## src/sv/adcseq_pkg.sv

```systemverilog
// adcseq_pkg: shared types and constants for the parallel converter read sequencer
// phase encoding, register map, configuration and result records
// no dependencies
package adcseq_pkg;

   // fixed field widths
   localparam int BUS_W      = 16;
   localparam int TIMER_W    = 16;
   localparam int CH_IDX_W   = 3;
   localparam int CHCNT_W    = 4;
   localparam int TOCNT_W    = 32;
   localparam int CSR_IDX_W  = 3;
   localparam int CSR_DATA_W = 16;

   // register reset values
   localparam logic [TIMER_W-1:0] CONVST_LOW_RST   = 16'd500;
   localparam logic [TIMER_W-1:0] BUSY_BLANK_RST   = 16'd10;
   localparam logic [TIMER_W-1:0] BUSY_TIMEOUT_RST = 16'd1000;
   localparam logic [TIMER_W-1:0] CS_SETUP_RST     = 16'd10;
   localparam logic [TIMER_W-1:0] RD_LOW_RST       = 16'd20;
   localparam logic [TIMER_W-1:0] RD_HIGH_RST      = 16'd20;
   localparam logic [CHCNT_W-1:0] CHANNEL_COUNT_RST = 4'd8;

   typedef enum logic [2:0] {
      PH_IDLE   = 3'd0,
      PH_CONVST = 3'd1,
      PH_BLANK  = 3'd2,
      PH_BUSY   = 3'd3,
      PH_SETUP  = 3'd4,
      PH_RDLOW  = 3'd5,
      PH_RDHIGH = 3'd6
   } phase_type;

   typedef enum logic [CSR_IDX_W-1:0] {
      REG_CONVST_LOW    = 3'd0,
      REG_BUSY_BLANK    = 3'd1,
      REG_BUSY_TIMEOUT  = 3'd2,
      REG_CS_SETUP      = 3'd3,
      REG_RD_LOW        = 3'd4,
      REG_RD_HIGH       = 3'd5,
      REG_CHANNEL_COUNT = 3'd6
   } csr_index_type;

   typedef struct packed {
      logic [TIMER_W-1:0] convst_low;
      logic [TIMER_W-1:0] busy_blank;
      logic [TIMER_W-1:0] busy_timeout;
      logic [TIMER_W-1:0] cs_setup;
      logic [TIMER_W-1:0] rd_low;
      logic [TIMER_W-1:0] rd_high;
      logic [CHCNT_W-1:0] channel_count;
   } cfg_type;

   typedef struct packed {
      logic                convst_n;
      logic                cs_n;
      logic                rd_n;
      logic                idle;
      logic                sample_valid;
      logic [BUS_W-1:0]    sample_value;
      logic [CH_IDX_W-1:0] channel_index;
      logic                last_channel;
      logic                timeout_event;
      logic [TOCNT_W-1:0]  timeout_total;
   } result_type;

endpackage

```

## src/sv/adcseq_req_if.sv

```systemverilog
// adcseq_req_if: input item channel, one item per clock tick of the pin sequencer
// carries start request, busy level and the data bus
// depends on adcseq_pkg
interface adcseq_req_if;
   import adcseq_pkg::*;

   logic             valid;
   logic             ready;
   logic             start_request;
   logic             busy_level;
   logic [BUS_W-1:0] data_bus;

   modport source (output valid, output start_request, output busy_level, output data_bus,
                   input ready);
   modport sink   (input valid, input start_request, input busy_level, input data_bus,
                   output ready);
endinterface

```

## src/sv/adcseq_rsp_if.sv

```systemverilog
// adcseq_rsp_if: result item channel, pin drives and sample of one tick
// depends on adcseq_pkg
interface adcseq_rsp_if;
   import adcseq_pkg::*;

   logic                valid;
   logic                ready;
   logic                convst_n;
   logic                cs_n;
   logic                rd_n;
   logic                idle;
   logic                sample_valid;
   logic [BUS_W-1:0]    sample_value;
   logic [CH_IDX_W-1:0] channel_index;
   logic                last_channel;
   logic                timeout_event;
   logic [TOCNT_W-1:0]  timeout_total;

   modport source (output valid, output convst_n, output cs_n, output rd_n, output idle,
                   output sample_valid, output sample_value, output channel_index,
                   output last_channel, output timeout_event, output timeout_total,
                   input ready);
   modport sink   (input valid, input convst_n, input cs_n, input rd_n, input idle,
                   input sample_valid, input sample_value, input channel_index,
                   input last_channel, input timeout_event, input timeout_total,
                   output ready);
endinterface

```

## src/sv/adcseq_csr_if.sv

```systemverilog
// adcseq_csr_if: register write channel, index and write data
// depends on adcseq_pkg
interface adcseq_csr_if;
   import adcseq_pkg::*;

   logic                  valid;
   logic                  ready;
   logic [CSR_IDX_W-1:0]  index;
   logic [CSR_DATA_W-1:0] data;

   modport source (output valid, output index, output data, input ready);
   modport sink   (input valid, input index, input data, output ready);
endinterface

```

## src/sv/parallel_adc_convert_read_sequencer.sv

```systemverilog
// parallel_adc_convert_read_sequencer: top level of the parallel converter read sequencer
// register file, sequencer core and a one-deep result register
// depends on adcseq_pkg, adcseq_req_if, adcseq_rsp_if, adcseq_csr_if, adcseq_core
// the result of an item is registered and shown in the cycle after it is accepted
// throughput: one item per cycle while the receiver takes results; the result register reloads while drained
// reset: registers take their default timings, the sequencer returns to idle with its
//   timer, channel counter and timeout count at zero, and no result is pending
module parallel_adc_convert_read_sequencer #(
   parameter int MAX_CHANNELS = 8,
   parameter int BUS_WIDTH    = 16
) (
   input logic          clock,
   input logic          reset,
   adcseq_req_if.sink   req_chan,
   adcseq_rsp_if.source rsp_chan,
   adcseq_csr_if.sink   csr_chan
);
   import adcseq_pkg::*;

   // configuration registers
   cfg_type    cfg_ff, cfg_in;

   // result register
   logic       rsp_valid_ff, rsp_valid_in;
   result_type rsp_data_ff;
   result_type core_result;

   logic       req_accept;
   logic       csr_write;

   // register port never stalls; the user must write only while the sequencer is quiet, the block does not enforce it
   assign csr_chan.ready = 1'b1;
   assign csr_write      = csr_chan.valid && csr_chan.ready;

   always_comb begin
      cfg_in = cfg_ff;
      if (csr_write) begin
         case (csr_chan.index)
            REG_CONVST_LOW:    cfg_in.convst_low    = csr_chan.data;
            REG_BUSY_BLANK:    cfg_in.busy_blank    = csr_chan.data;
            REG_BUSY_TIMEOUT:  cfg_in.busy_timeout  = csr_chan.data;
            REG_CS_SETUP:      cfg_in.cs_setup      = csr_chan.data;
            REG_RD_LOW:        cfg_in.rd_low        = csr_chan.data;
            REG_RD_HIGH:       cfg_in.rd_high       = csr_chan.data;
            REG_CHANNEL_COUNT: cfg_in.channel_count = csr_chan.data[CHCNT_W-1:0];
            default:           cfg_in = cfg_ff;
         endcase
      end
   end

   always_ff @(posedge clock) begin
      if (reset) begin
         cfg_ff.convst_low    <= CONVST_LOW_RST;
         cfg_ff.busy_blank    <= BUSY_BLANK_RST;
         cfg_ff.busy_timeout  <= BUSY_TIMEOUT_RST;
         cfg_ff.cs_setup      <= CS_SETUP_RST;
         cfg_ff.rd_low        <= RD_LOW_RST;
         cfg_ff.rd_high       <= RD_HIGH_RST;
         cfg_ff.channel_count <= CHANNEL_COUNT_RST;
      end else begin
         cfg_ff <= cfg_in;
      end
   end

   // an item is taken whenever the result register is empty or being drained this cycle
   assign req_chan.ready = !rsp_valid_ff || rsp_chan.ready;
   assign req_accept     = req_chan.valid && req_chan.ready;

   // sequencer core advances exactly one tick per accepted item
   adcseq_core #(
      .MAX_CHANNELS (MAX_CHANNELS),
      .BUS_WIDTH    (BUS_WIDTH)
   ) u_core (
      .clock         (clock),
      .reset         (reset),
      .step          (req_accept),
      .start_request (req_chan.start_request),
      .busy_level    (req_chan.busy_level),
      .data_bus      (req_chan.data_bus),
      .cfg           (cfg_ff),
      .result        (core_result)
   );

   // result register: loads on accept, empties once taken
   always_comb begin
      if (req_accept) begin
         rsp_valid_in = 1'b1;
      end else if (rsp_chan.ready) begin
         rsp_valid_in = 1'b0;
      end else begin
         rsp_valid_in = rsp_valid_ff;
      end
   end

   always_ff @(posedge clock) begin
      if (reset) begin
         rsp_valid_ff <= 1'b0;
      end else begin
         rsp_valid_ff <= rsp_valid_in;
      end
   end

   // payload carries no reset
   always_ff @(posedge clock) begin
      if (req_accept) begin
         rsp_data_ff <= core_result;
      end
   end

   assign rsp_chan.valid         = rsp_valid_ff;
   assign rsp_chan.convst_n      = rsp_data_ff.convst_n;
   assign rsp_chan.cs_n          = rsp_data_ff.cs_n;
   assign rsp_chan.rd_n          = rsp_data_ff.rd_n;
   assign rsp_chan.idle          = rsp_data_ff.idle;
   assign rsp_chan.sample_valid  = rsp_data_ff.sample_valid;
   assign rsp_chan.sample_value  = rsp_data_ff.sample_value;
   assign rsp_chan.channel_index = rsp_data_ff.channel_index;
   assign rsp_chan.last_channel  = rsp_data_ff.last_channel;
   assign rsp_chan.timeout_event = rsp_data_ff.timeout_event;
   assign rsp_chan.timeout_total = rsp_data_ff.timeout_total;

`ifndef SYNTHESIS
   a_accept_gives_result: assert property (@(posedge clock) disable iff (reset)
      req_accept |=> rsp_valid_ff)
      else $error("accepted item produced no result");

   a_cfg_write_lands: assert property (@(posedge clock) disable iff (reset)
      csr_write && csr_chan.index == REG_CONVST_LOW
      |=> cfg_ff.convst_low == $past(csr_chan.data))
      else $error("convert-start low time write lost");

   a_reset_empties: assert property (@(posedge clock)
      !reset && $past(reset) |-> !rsp_valid_ff)
      else $error("result pending straight after reset");
`endif

endmodule

```

## src/sv/adcseq_core.sv

```systemverilog
// adcseq_core: phase state machine, phase timer, channel and timeout counters
// advances one tick per step and gives that tick's result combinationally
// depends on adcseq_pkg
module adcseq_core #(
   parameter int MAX_CHANNELS = 8,
   parameter int BUS_WIDTH    = 16
) (
   input  logic                             clock,
   input  logic                             reset,
   input  logic                             step,
   input  logic                             start_request,
   input  logic                             busy_level,
   input  logic [adcseq_pkg::BUS_W-1:0]     data_bus,
   input  adcseq_pkg::cfg_type              cfg,
   output adcseq_pkg::result_type           result
);
   import adcseq_pkg::*;

   localparam int CNT_W = (MAX_CHANNELS > 1) ? $clog2(MAX_CHANNELS) : 1;
   localparam int EFF_W = CHCNT_W + 1;

   phase_type            phase_ff, phase_in;
   logic [TIMER_W-1:0]   timer_ff, timer_in;
   logic [CNT_W-1:0]     chan_ff, chan_in;
   logic [TOCNT_W-1:0]   tocnt_ff, tocnt_in;

   logic [EFF_W-1:0]     eff_chans;
   logic [EFF_W-1:0]     chan_plus1;
   logic                 last_chan;
   logic [TIMER_W:0]     timer_inc;
   logic [TIMER_W-1:0]   phase_dur;
   logic                 timer_done;
   logic                 timed_out;
   logic [BUS_W-1:0]     bus_masked;

   // channel count: zero reads one, above the maximum saturates
   always_comb begin
      if (cfg.channel_count == '0) begin
         eff_chans = EFF_W'(1);
      end else if ({1'b0, cfg.channel_count} > EFF_W'(MAX_CHANNELS)) begin
         eff_chans = EFF_W'(MAX_CHANNELS);
      end else begin
         eff_chans = {1'b0, cfg.channel_count};
      end
   end

   assign chan_plus1 = EFF_W'(chan_ff) + EFF_W'(1);
   assign last_chan  = chan_plus1 >= eff_chans;

   // duration of the current timed phase, zero behaves as one tick
   always_comb begin
      case (phase_ff)
         PH_CONVST: phase_dur = cfg.convst_low;
         PH_BLANK:  phase_dur = cfg.busy_blank;
         PH_SETUP:  phase_dur = cfg.cs_setup;
         PH_RDLOW:  phase_dur = cfg.rd_low;
         PH_RDHIGH: phase_dur = cfg.rd_high;
         default:   phase_dur = '0;
      endcase
   end

   assign timer_inc  = {1'b0, timer_ff} + (TIMER_W+1)'(1);
   assign timer_done = timer_inc >= {1'b0, phase_dur};
   assign timed_out  = timer_ff >= cfg.busy_timeout;
   assign bus_masked = BUS_W'(data_bus[BUS_WIDTH-1:0]);

   // next state
   always_comb begin
      phase_in = phase_ff;
      timer_in = timer_ff;
      chan_in  = chan_ff;
      tocnt_in = tocnt_ff;
      case (phase_ff)
         PH_IDLE: begin
            if (start_request) begin
               phase_in = PH_CONVST;
               timer_in = '0;
            end
         end
         PH_CONVST: begin
            if (timer_done) begin
               phase_in = PH_BLANK;
               timer_in = '0;
            end else begin
               timer_in = timer_inc[TIMER_W-1:0];
            end
         end
         PH_BLANK: begin
            if (timer_done) begin
               phase_in = PH_BUSY;
               timer_in = '0;
            end else begin
               timer_in = timer_inc[TIMER_W-1:0];
            end
         end
         PH_BUSY: begin
            if (!busy_level) begin
               phase_in = PH_SETUP;
               timer_in = '0;
            end else if (timed_out) begin
               tocnt_in = tocnt_ff + TOCNT_W'(1);
               phase_in = PH_SETUP;
               timer_in = '0;
            end else begin
               timer_in = timer_inc[TIMER_W-1:0];
            end
         end
         PH_SETUP: begin
            if (timer_done) begin
               phase_in = PH_RDLOW;
               timer_in = '0;
               chan_in  = '0;
            end else begin
               timer_in = timer_inc[TIMER_W-1:0];
            end
         end
         PH_RDLOW: begin
            if (timer_done) begin
               phase_in = PH_RDHIGH;
               timer_in = '0;
            end else begin
               timer_in = timer_inc[TIMER_W-1:0];
            end
         end
         PH_RDHIGH: begin
            if (timer_done) begin
               timer_in = '0;
               if (last_chan) begin
                  phase_in = PH_IDLE;
                  chan_in  = '0;
               end else begin
                  phase_in = PH_RDLOW;
                  chan_in  = chan_ff + CNT_W'(1);
               end
            end else begin
               timer_in = timer_inc[TIMER_W-1:0];
            end
         end
         default: begin
            phase_in = PH_IDLE;
            timer_in = '0;
         end
      endcase
   end

   // outputs: pins follow the phase held at the start of the tick
   always_comb begin
      result               = '0;
      result.convst_n      = (phase_ff != PH_CONVST);
      result.cs_n          = !((phase_ff == PH_SETUP) || (phase_ff == PH_RDLOW) ||
                               (phase_ff == PH_RDHIGH));
      result.rd_n          = (phase_ff != PH_RDLOW);
      result.idle          = (phase_ff == PH_IDLE);
      result.timeout_event = (phase_ff == PH_BUSY) && busy_level && timed_out;
      result.timeout_total = tocnt_in;
      if ((phase_ff == PH_RDLOW) && timer_done) begin
         result.sample_valid  = 1'b1;
         result.sample_value  = bus_masked;
         result.channel_index = CH_IDX_W'(chan_ff);
         result.last_channel  = last_chan;
      end
   end

   always_ff @(posedge clock) begin
      if (reset) begin
         phase_ff <= PH_IDLE;
         timer_ff <= '0;
         chan_ff  <= '0;
         tocnt_ff <= '0;
      end else if (step) begin
         phase_ff <= phase_in;
         timer_ff <= timer_in;
         chan_ff  <= chan_in;
         tocnt_ff <= tocnt_in;
      end
   end

`ifndef SYNTHESIS
   a_timeout_counts: assert property (@(posedge clock) disable iff (reset)
      step && result.timeout_event |=> tocnt_ff == $past(tocnt_ff) + TOCNT_W'(1))
      else $error("timeout count did not advance on a timeout");

   a_hold_without_step: assert property (@(posedge clock) disable iff (reset)
      !step |=> $stable(phase_ff) && $stable(timer_ff) && $stable(chan_ff))
      else $error("sequencer state moved without an item");

   a_idle_clean: assert property (@(posedge clock) disable iff (reset)
      phase_ff == PH_IDLE |-> timer_ff == '0 && chan_ff == '0)
      else $error("timer or channel counter left set in idle");
`endif

endmodule

```

## src/flat_wrapper.sv

```systemverilog
// flat-port wrapper written by rule: the top's interface ports become plain ports
module parallel_adc_convert_read_sequencer_flat import adcseq_pkg::*;
#(
   parameter int MAX_CHANNELS = 8,
   parameter int BUS_WIDTH    = 16
)
  (clock, reset, req_chan_valid, req_chan_start_request, req_chan_busy_level, req_chan_data_bus, req_chan_ready, rsp_chan_valid, rsp_chan_convst_n, rsp_chan_cs_n, rsp_chan_rd_n, rsp_chan_idle, rsp_chan_sample_valid, rsp_chan_sample_value, rsp_chan_channel_index, rsp_chan_last_channel, rsp_chan_timeout_event, rsp_chan_timeout_total, rsp_chan_ready, csr_chan_valid, csr_chan_index, csr_chan_data, csr_chan_ready);
  adcseq_req_if req_chan_i ();
  adcseq_rsp_if rsp_chan_i ();
  adcseq_csr_if csr_chan_i ();
  input logic clock;
  input logic reset;
  input wire logic [$bits(req_chan_i.valid)-1:0] req_chan_valid;
  input wire logic [$bits(req_chan_i.start_request)-1:0] req_chan_start_request;
  input wire logic [$bits(req_chan_i.busy_level)-1:0] req_chan_busy_level;
  input wire logic [$bits(req_chan_i.data_bus)-1:0] req_chan_data_bus;
  output wire logic [$bits(req_chan_i.ready)-1:0] req_chan_ready;
  output wire logic [$bits(rsp_chan_i.valid)-1:0] rsp_chan_valid;
  output wire logic [$bits(rsp_chan_i.convst_n)-1:0] rsp_chan_convst_n;
  output wire logic [$bits(rsp_chan_i.cs_n)-1:0] rsp_chan_cs_n;
  output wire logic [$bits(rsp_chan_i.rd_n)-1:0] rsp_chan_rd_n;
  output wire logic [$bits(rsp_chan_i.idle)-1:0] rsp_chan_idle;
  output wire logic [$bits(rsp_chan_i.sample_valid)-1:0] rsp_chan_sample_valid;
  output wire logic [$bits(rsp_chan_i.sample_value)-1:0] rsp_chan_sample_value;
  output wire logic [$bits(rsp_chan_i.channel_index)-1:0] rsp_chan_channel_index;
  output wire logic [$bits(rsp_chan_i.last_channel)-1:0] rsp_chan_last_channel;
  output wire logic [$bits(rsp_chan_i.timeout_event)-1:0] rsp_chan_timeout_event;
  output wire logic [$bits(rsp_chan_i.timeout_total)-1:0] rsp_chan_timeout_total;
  input wire logic [$bits(rsp_chan_i.ready)-1:0] rsp_chan_ready;
  input wire logic [$bits(csr_chan_i.valid)-1:0] csr_chan_valid;
  input wire logic [$bits(csr_chan_i.index)-1:0] csr_chan_index;
  input wire logic [$bits(csr_chan_i.data)-1:0] csr_chan_data;
  output wire logic [$bits(csr_chan_i.ready)-1:0] csr_chan_ready;
  assign req_chan_i.valid = req_chan_valid;
  assign req_chan_i.start_request = req_chan_start_request;
  assign req_chan_i.busy_level = req_chan_busy_level;
  assign req_chan_i.data_bus = req_chan_data_bus;
  assign req_chan_ready = req_chan_i.ready;
  assign rsp_chan_valid = rsp_chan_i.valid;
  assign rsp_chan_convst_n = rsp_chan_i.convst_n;
  assign rsp_chan_cs_n = rsp_chan_i.cs_n;
  assign rsp_chan_rd_n = rsp_chan_i.rd_n;
  assign rsp_chan_idle = rsp_chan_i.idle;
  assign rsp_chan_sample_valid = rsp_chan_i.sample_valid;
  assign rsp_chan_sample_value = rsp_chan_i.sample_value;
  assign rsp_chan_channel_index = rsp_chan_i.channel_index;
  assign rsp_chan_last_channel = rsp_chan_i.last_channel;
  assign rsp_chan_timeout_event = rsp_chan_i.timeout_event;
  assign rsp_chan_timeout_total = rsp_chan_i.timeout_total;
  assign rsp_chan_i.ready = rsp_chan_ready;
  assign csr_chan_i.valid = csr_chan_valid;
  assign csr_chan_i.index = csr_chan_index;
  assign csr_chan_i.data = csr_chan_data;
  assign csr_chan_ready = csr_chan_i.ready;
  parallel_adc_convert_read_sequencer #(.MAX_CHANNELS(MAX_CHANNELS), .BUS_WIDTH(BUS_WIDTH)) u_core (.clock(clock), .reset(reset), .req_chan(req_chan_i), .rsp_chan(rsp_chan_i), .csr_chan(csr_chan_i));
endmodule
```

## config.mk

```make
export PLATFORM = sky130hd
export DESIGN_NAME = parallel_adc_convert_read_sequencer_flat
export DESIGN_NICKNAME = d
export VERILOG_FILES = /design/src/sv/adcseq_pkg.sv /design/src/sv/adcseq_req_if.sv /design/src/sv/adcseq_rsp_if.sv /design/src/sv/adcseq_csr_if.sv /design/src/sv/parallel_adc_convert_read_sequencer.sv /design/src/sv/adcseq_core.sv /design/src/flat_wrapper.sv
export SDC_FILE = /design/constraint.sdc
export NUM_CORES = 1
export LEC_CHECK = 0
export BUFFER_PORTS_ARGS = -buffer_cell sky130_fd_sc_hd__buf_2
export CAP_MARGIN = 20
export CORE_MARGIN = 5
export CORE_UTILIZATION = 54
export CTS_CLUSTER_SIZE = 25
export DETAILED_ROUTE_END_ITERATION = 10
export PLACE_DENSITY = 0.85
export SYNTH_ARGS = -nofsm -noshare
export SYNTH_HDL_FRONTEND = slang
export SYNTH_HIERARCHICAL = 1
export SYNTH_SLANG_ARGS = --single-unit
```

## constraint.sdc

```tcl
create_clock -name clock -period 4.1 [get_ports clock]
set_input_delay 1.23 -clock clock [delete_from_list [all_inputs] [get_ports clock]]
set_output_delay 1.23 -clock clock [all_outputs]
set_load 0.01 [all_outputs]
```

==> metrics.md, run 1 <==
| Metric | Value |
|---|---|
| Hold WS | `between 0.4 and 0.5 ns` |
| Worst reg2reg path endpoint | `u_core/rsp_chan.sample_value[5]$_DFFE_PP_` |
| Worst slew margin | `between 40% and 50%` |
| Final WL | `23.1 mm` |
| Top cells by area, synth | `dfxtp_1, edfxtp_1, mux2i_1, nand2b_1, ha_1` |
| WP depth | `12` |
| CTS Root Cell | `clkbuf_16` |
| Average wire per standard cell | `16.2 um` |
| RSZ-0062 raised after global routing | `no` |
| Pins Over Slew Limit | `0` |
| Setup Viol. Count Final | `0` |
| Outcome | `finished clean` |
| Dpl hpwl | `16.0 mm` |
| Synth Area in Adders | `4.60%` |
| Multiplexer share of the synthesized area | `10.9%` |
| N_diodes | `0` |
| Combinational family with the most area after synthesis | `simple AND/OR/NAND/NOR gates` |
| Synth Area in XOR/XNOR | `under 10%` |
| Rows | `a little over 50` |
| Skew final | `about 0.015 ns` |
| Layout area overhead | `12.9%` |
| Mean Syn Cell Area | `approximately 10 um2` |
| CP Capture Type | `flop` |
| WP buf/inv | `1` |
| Reg clk slew, reported paths | `~0.060 ns` |
| Post-synth top area cell | `dfxtp_1` |
| Fillers | `around 1,600` |
| GPL Wtd Cong | `~0.88` |
| Post-Synth Simple-Gate Area | `21.8%` |
| Vias/cell | `around 5.6` |
| Clock tree buffer depth | `3` |
| Crit. Startpoint | `u_core/u_core/timer_ff[3]$_SDFFE_PP0P_` |
| Clock period minus worst slack | `~3.7 ns` |
| Launch point of the worst reg-to-reg path | `u_core/u_core/timer_ff[3]$_SDFFE_PP0P_` |
| Horiz. Die Dim | `between 150 and 200 um` |
| Postcts setup bufs | `0` |
| Via count | `7,953` |
| CTS tree | `yes` |
| Crit-path cells | `and4_1, nand4_2, and2_1, or2_2, ha_1, and4_1, o211ai_1, o221ai_1, a211oi_2, buf_4, nor2_1, and2_1` |
| Synth cell types | `67` |
| Area of the die | `between 0.02 and 0.025 mm2` |
| Worst R2R Setup Slack | `roughly 0.44 ns` |
| Final Cycle Share | `89.3%` |
| GRT Util Overall | `20.2%` |
| Hold crit path type | `flop to flop` |
| Max Cap Violations | `0` |
| PwrDens | `approximately 380 mW/mm2` |
| PortBufs | `between 100 and 150` |
| Setup TNS | `0 ns` |
| Share of layout cells above drive strength 1 | `between 10% and 20%` |
| Register area share after synthesis | `45.7%` |
| Global-route wire length before repair | `around 38 mm` |
| Top_reg_cell synth | `dfxtp_1` |
| DRC viols | `0` |
| Clk sinks | `213` |
| Async SR Flop Fraction | `0%` |
| Fmax | `0.273 GHz` |
| Slew @ Worst Pin | `0.889 ns` |
| Hold Fails Final Rpt | `0` |
| TritonRoute pass-1 iters | `5` |
| Initial DRC count | `649` |
| Initial antenna violation count | `0` |
| Worst-Skew Late Latency | `roughly 0.49 ns` |
| Cell count after synthesis | `~1,100` |
| Post-Syn Area | `roughly 0.011 mm2` |
| CP max FO | `19` |
| Synth Area in Compound Gates | `7.92%` |
| Worst Setup Start Kind | `flop` |
| Yosys warnings | `6` |
| Initial Util | `~55%` |
| Number of synthesized flops with an enable pin | `just under 60` |
| Critical Path RT | `around 4.5 ns` |
| Antenna viol nets, final | `0` |
| Yosys top cell area share | `29.3%` |
| Post-synth top cells | `dfxtp_1, mux2i_1, nand2b_1` |
| Number of global-route vias before repair | `7,409` |
| Num CTS Buffers | `21` |
| Reg2reg path depth | `12` |
| Post-CTS Resized | `0` |
| Critical path class | `flop to flop` |
| CP max-delay cell | `nor2_1` |
| #FFs+latches synth | `around 210` |
| CP arrival | `approximately 4.0 ns` |
| Lkg Pwr | `between 5 and 6 nW` |
| Core area | `between 0.015 and 0.02 mm2` |
| Critical Path Max Stage Delay | `about 0.67 ns` |
| Die height | `about 150 um` |
| Ports | `a little over 100` |
| Fin nets | `roughly 1,200` |
| Maximum VDD drop | `around 0.00027 V` |
| Total gr overflow | `0` |
| H-tree depth | `1` |
| CP top delay family | `simple AND/OR/NAND/NOR gates` |
| Largest net degree at the start of global routing | `between 80 and 90` |
| Syn Nets | `1,141` |
| Most common cell in the netlist | `dfxtp_1` |
| Hold-fix buffers at CTS | `0` |
| CP endpoint | `u_core/rsp_chan.sample_value[5]$_DFFE_PP_` |
[worst min-delay path by stage]
| stage | slack [ns] | end | start | depth (start not counted) |
|---|---|---|---|---|
| 6_report | 0.47 | u_core/cfg_ff[68]$_SDFFE_PP0P_ | u_core/cfg_ff[68]$_SDFFE_PP0P_ | 2 |
| 5_1_grt | 0.49 | u_core/cfg_ff[65]$_SDFFE_PP0P_ | u_core/cfg_ff[65]$_SDFFE_PP0P_ | 2 |
| 4_1_cts | 0.48 | u_core/cfg_ff[68]$_SDFFE_PP0P_ | u_core/cfg_ff[68]$_SDFFE_PP0P_ | 2 |
| 3_5_place_dp | 0.47 | u_core/cfg_ff[82]$_SDFFE_PP0P_ | u_core/cfg_ff[82]$_SDFFE_PP0P_ | 2 |
| 3_3_place_gp | 0.46 | u_core/cfg_ff[40]$_SDFFE_PP0P_ | u_core/cfg_ff[40]$_SDFFE_PP0P_ | 2 |
| 2_1_floorplan | 0.45 | u_core/cfg_ff[68]$_SDFFE_PP0P_ | u_core/cfg_ff[68]$_SDFFE_PP0P_ | 2 |
[metrics by stage]
| stage | utilization [%] | cells | total power, mW | setup slack [ns] | cell area (um2) |
|---|---|---|---|---|---|
| global placement | 58.2 | 1387 | 2.75 | 0.634 | 11300 |
| detailed placement | 58.3 | 1388 | 2.76 | 0.447 | 11300 |
| finish | 61.7 | 1425 | 4.61 | 0.437 | 12000 |
| CTS | 61.7 | 1425 | 4.63 | 0.434 | 12000 |
| floorplan | - | 1060 | 2.62 | 0.511 | 10600 |
| global route | 61.7 | 1425 | 4.78 | 0.0278 | 12000 |
[final cells by class]
class	count	area [um2]	area share (%)
clock buffers	29	577	4.82
multi-input cells	757	5340	44.6
flip-flops and latches	213	4840	40.5
inverters	34	128	1.07
well taps	265	332	2.77
repair buffers	119	659	5.51
clock inverters	8	93.8	0.784
[power by group]
group	leakage [nW]	internal, mW	total, mW	switching [mW]
combinational	2.88	0.181	0.475	0.294
sequential	1.82	2.22	2.25	0.0304
clock	0.332	1.11	1.88	0.774
[cells by family after synthesis]
family                     count (synthesis)
and+or+nand+nor                          416
DFF                                      213
AOI/OAI and AO/OA                        125
muxes                                    116
buffers and inverters                     90
xor gates and xnor gates                  60
adders and majority gates                 39
other                                      1
[layout by cell type (no fill, tap or decap), types with 28 or more instances in the layout]
| cell | synthesis | routed |
|---|---|---|
| dfxtp_1 | 155 | 155 |
| mux2i_1 | 116 | 116 |
| nand2b_1 | 101 | 101 |
| buf_2 | 18 | 100 |
| nor2_1 | 85 | 85 |
| nand2_1 | 72 | 72 |
| edfxtp_1 | 58 | 58 |
| ha_1 | 39 | 39 |
| o21ai_0 | 36 | 36 |
| inv_1 | 33 | 33 |
| xor2_1 | 32 | 32 |
| a21oi_1 | 29 | 29 |
| xnor2_1 | 28 | 28 |
[sequential cells by signal, indices dropped and copies added, names as in the netlist, 3 cells and up]
signal,count
u_core/u_core/timer_ff,16
u_core/rsp_chan.timeout_total,32
u_core/rsp_chan.channel_index,3
u_core/rsp_chan.sample_value,16
u_core/u_core/tocnt_ff,32
u_core/cfg_ff,100
u_core/u_core/chan_ff,3
u_core/u_core/phase_ff,3
[worst reg2reg max path: stages, from the launching register on]
cell and delay, ns:
dfxtp_1 0.46, and4_1 0.27, nand4_2 0.20, and2_1 0.23, or2_2 0.29, ha_1 0.29
and4_1 0.24, o211ai_1 0.12, o221ai_1 0.21, a211oi_2 0.13, buf_4 0.18, nor2_1 0.67
and2_1 0.24
[metal layers]
metal | track usage, % | vias to the layer above | share of wire, %
met3 | 3.16 | 27 | 6.9
met2 | 34.3 | 282 | 47
met1 | 27.8 | 3735 | 45
met5 | 0 | - | 0
met4 | 3.52 | 0 | 1.1
li1 | - | 3909 | -
No activity file was read; power rests on OpenSTA's default activity.
==> run 2, diff against run 1 <==
CORE_UTILIZATION = 53   (was 54)
PLACE_DENSITY = 0.84   (was 0.85)
SYNTH_HIERARCHICAL = unset   (was 1)
==> run 2 against run 1 <==
  * Register-to-register slack got worse by 0.10 ns
  * Final area fell by 2.9%
  * Total power rose by 1.5%
  * Synthesized area fell by 4.7%
  * Setup slack got worse by 0.10 ns
  * Die area fell by 2.7%
  * Sequential cell count did not move
  * Critical path depth rose by 1
  * Critical path type unchanged
  * Critical endpoint is now u_core.u_core.chan_ff[1]$_SDFFE_PP0P_
  * Largest cell class unchanged
==> metrics.md, run 2 <==
| Metric | Value |
|---|---|
| GPL Wtd Cong | `0.915 (+4.1%)` |
| Worst reg2reg path endpoint | `u_core.u_core.chan_ff[1]$_SDFFE_PP0P_` |
| CP Capture Type | `flop` |
| Rows | `50 (-2.0%)` |
| Initial antenna violation count | `0 (unchanged)` |
| Outcome | `finished clean` |
| Vias/cell | `5.76 (+3.2%)` |
| Hold Fails Final Rpt | `0 (unchanged)` |
| Hold EP | `u_core.cfg_ff[11]$_SDFFE_PP0P_` |
| Critical Path RT | `4.48 ns (+0.03 ns)` |
| Worst slew margin | `44.4% (+3.8 points)` |
| Hold-fix buffers at CTS | `0 (unchanged)` |
| Commonest non-fill, non-tap cell in the layout | `nand2_1` |
| Antenna viol nets, final | `0 (unchanged)` |
| Clk sinks | `213 (unchanged)` |
| Worst-Skew Late Latency | `0.50 ns (about the same)` |
| Reg clk slew, reported paths | `0.06 ns (about the same)` |
| Hold path depth | `2 (unchanged)` |
| Initial Util | `53.9% (-0.80 points)` |
| Max Cap Violations | `0 (unchanged)` |
| Syn Nets | `1,231 (+7.9%)` |
| Post-synth top area cell | `dfxtp_1` |
| Setup Viol. Count Final | `0 (unchanged)` |
| Lkg Pwr | `4.53 nW (-10%)` |
| Register area share after synthesis | `47.9% (+2.2 points)` |
| Critical path class | `flop to flop` |
| Yosys warnings | `0 (-6)` |
| GRT Util Overall | `21.8% (+1.6 points)` |
| Layout area overhead | `15.0%` |
| Largest net degree at the start of global routing | `66 (-25%)` |
| Pins Over Slew Limit | `0 (unchanged)` |
| Post-Syn Area | `0.0101 mm2 (-4.7%)` |
| Setup TNS | `0 ns (unchanged)` |
| Fmax | `0.266 GHz (-2.7%)` |
| Total gr overflow | `0 (unchanged)` |
| Yosys top cell area share | `30.7% (+1.4 points)` |
| PwrDens | `402 mW/mm2 (+4.5%)` |
| Most frequent cells in the layout | `nand2_1, dfxtp_1, a21oi_1` |
| Post-CTS Resized | `0 (unchanged)` |
| Skew final | `0.00690 ns (-0.00810 ns)` |
| Horiz. Die Dim | `148 um (-1.4%)` |
| Share of layout cells above drive strength 1 | `14.8% (-1.0 points)` |
| #FFs+latches synth | `213 (unchanged)` |
| Design area | `0.0116 mm2 (-2.9%)` |
| Max reg flops | `100 (unchanged)` |
| Reg2reg path depth | `13 (+1)` |
| Area of the die | `0.0219 mm2 (-2.7%)` |
| Post-Place Worst Slack | `0.241 ns (-0.207 ns)` |
| Die height | `148 um (-1.4%)` |
| TritonRoute pass-1 iters | `6 (+1)` |
| Slew @ Worst Pin | `0.832 ns (-0.0565 ns)` |
| Mean Syn Cell Area | `8.79 um2 (-12%)` |
| Via count | `8,562 (+7.7%)` |
| RSZ-0062 raised after global routing | `no` |
| Final Cycle Share | `91.8% (+2.4 points)` |
| CP max FO | `8 (-11)` |
| Number of global-route vias before repair | `8,054 (+8.7%)` |
| Biggest register | `u_core.cfg_ff` |
| Postcts setup bufs | `0 (unchanged)` |
| Hold crit path type | `flop to flop` |
| Hold_sp | `u_core.cfg_ff[11]$_SDFFE_PP0P_` |
| Async SR Flop Fraction | `0% (unchanged)` |
| Final WS setup | `0.337 ns (-0.100 ns)` |
| Core Util, Final | `61.9% (+0.23 points)` |
| Number of synthesized flops with an enable pin | `58 (unchanged)` |
| Final WL | `24.3 mm (+5.1%)` |
| Top_reg_cell synth | `dfxtp_1` |
| Clock period minus worst slack | `3.76 ns (+0.100 ns)` |
| CTS tree | `yes` |
| CTS Root Cell | `clkbuf_16` |
| Core area | `0.0188 mm2 (-3.3%)` |
| Power Total | `4.68 mW (+1.5%)` |
| Dpl hpwl | `16.9 mm (+5.8%)` |
| Post-synth top cells | `nand2_1, dfxtp_1, a21oi_1` |
| Worst R2R Setup Slack | `0.34 ns (-0.10 ns)` |
| Num CTS Buffers | `22 (+4.8%)` |
| PortBufs | `101 (unchanged)` |
| Global-route wire length before repair | `40.0 mm (+6.6%)` |
| Average wire per standard cell | `16.4 um (+0.75%)` |
| Initial DRC count | `584 (-10%)` |
| CP arrival | `4.15 ns (+0.14 ns)` |
| Launch point of the worst reg-to-reg path | `u_core.u_core.timer_ff[0]$_SDFFE_PP0P_` |
| H-tree depth | `1 (unchanged)` |
| Clock tree buffer depth | `3 (unchanged)` |
| Area after DPL | `0.0108 mm2 (-4.0%)` |
| Most common cell in the netlist | `nand2_1` |
| DRC viols | `0 (unchanged)` |
| Fin nets | `1,318 (+7.4%)` |
| Top cells by area, synth | `dfxtp_1, edfxtp_1, nand2_1, a21oi_1, ha_1` |
| N_diodes | `0 (unchanged)` |
| Cell count after synthesis | `1,150 (+8.5%)` |
| Ports | `103 (unchanged)` |
| Worst Setup Start Kind | `flop` |
| Synth cell types | `65 (-3.0%)` |
| Fillers | `1,562 (-1.4%)` |
| Maximum VDD drop | `0.000329 V (+24%)` |
-- run 2: cell families (layout without fill, tap and decap cells) --
kind of cell | count (synthesis) | count (layout) | share of synthesized area, %
buffers and inverters | 89 | 192 | 3.65
xor gates and xnor gates | 62 | 62 | 5.37
adders and majority gates | 39 | 39 | 4.83
muxes | 29 | 29 | 2.95
AOI/OAI and AO/OA | 213 | 213 | 12.6
DFF | 213 | 213 | 47.9
and+or+nand+nor | 504 | 504 | 22.6
other | 1 | 1 | 0.0371
-- run 2: how the worst max path moves through the flow --
stage | from | slack [ns] | cells past startpoint | endpoint
after floorplan | rsp_chan_ready | 0.06 | 7 | u_core.u_core.tocnt_ff[10]$_SDFFE_PP0P_
after global placement | u_core.u_core.timer_ff[0]$_SDFFE_PP0P_ | 0.41 | 12 | u_core.rsp_chan.sample_value[10]$_SDFFCE_PN0P_
after detailed placement | u_core.u_core.timer_ff[0]$_SDFFE_PP0P_ | 0.24 | 12 | u_core.rsp_chan.channel_index[1]$_SDFFCE_PN0P_
after CTS | u_core.u_core.timer_ff[0]$_SDFFE_PP0P_ | 0.15 | 12 | u_core.rsp_chan.channel_index[1]$_SDFFCE_PN0P_
after global routing | u_core.u_core.timer_ff[0]$_SDFFE_PP0P_ | 0.07 | 13 | u_core.u_core.chan_ff[1]$_SDFFE_PP0P_
final | u_core.u_core.timer_ff[0]$_SDFFE_PP0P_ | 0.34 | 13 | u_core.u_core.chan_ff[1]$_SDFFE_PP0P_
-- run 2: power breakdown --
group / total, mW / leakage [nW] / internal [mW] / switching (mW)
registers: 2.23 / 1.82 / 2.21 / 0.0208
clock network: 2.07 / 0.371 / 1.26 / 0.808
logic: 0.375 / 2.33 / 0.120 / 0.255
-- run 2: final cells by class --
type | instances | area (um2) | area share, %
Clock buffer | 31 | 666 | 5.73
Clock inverter | 9 | 109 | 0.936
Inverter | 30 | 113 | 0.969
Multi-Input combinational cell | 848 | 4910 | 42.2
Sequential cell | 213 | 4840 | 41.7
Tap cell | 234 | 293 | 2.52
Timing Repair Buffer | 122 | 691 | 5.94
-- run 2: routing by layer --
layer	up-vias	GRT usage (%)	wire length, um
met5	-	0	0
met1	3974	29.4	10300
met2	359	36.8	11500
li1	4178	-	-
met3	51	3.35	1860
met4	0	5.77	624
-- run 2: metrics by stage --
stage                     hold slack (ns)  cells
after global placement              0.441   1447
after detailed placement            0.446   1447
after floorplan                     0.436   1150
after CTS                           0.454   1487
final                               0.453   1487
after global routing                0.475   1487
-- run 2: worst max-delay path: stages (launching register included) --
cell	delay [ns]
dfxtp_1	0.44
ha_1	0.31
nand3_1	0.25
nor3_1	0.34
nand4_1	0.18
xnor2_1	0.23
ha_1	0.28
o21a_1	0.11
o21ai_0	0.18
a21oi_1	0.09
or3_1	0.37
o21ai_0	0.30
or2_2	0.21
mux2_2	0.33
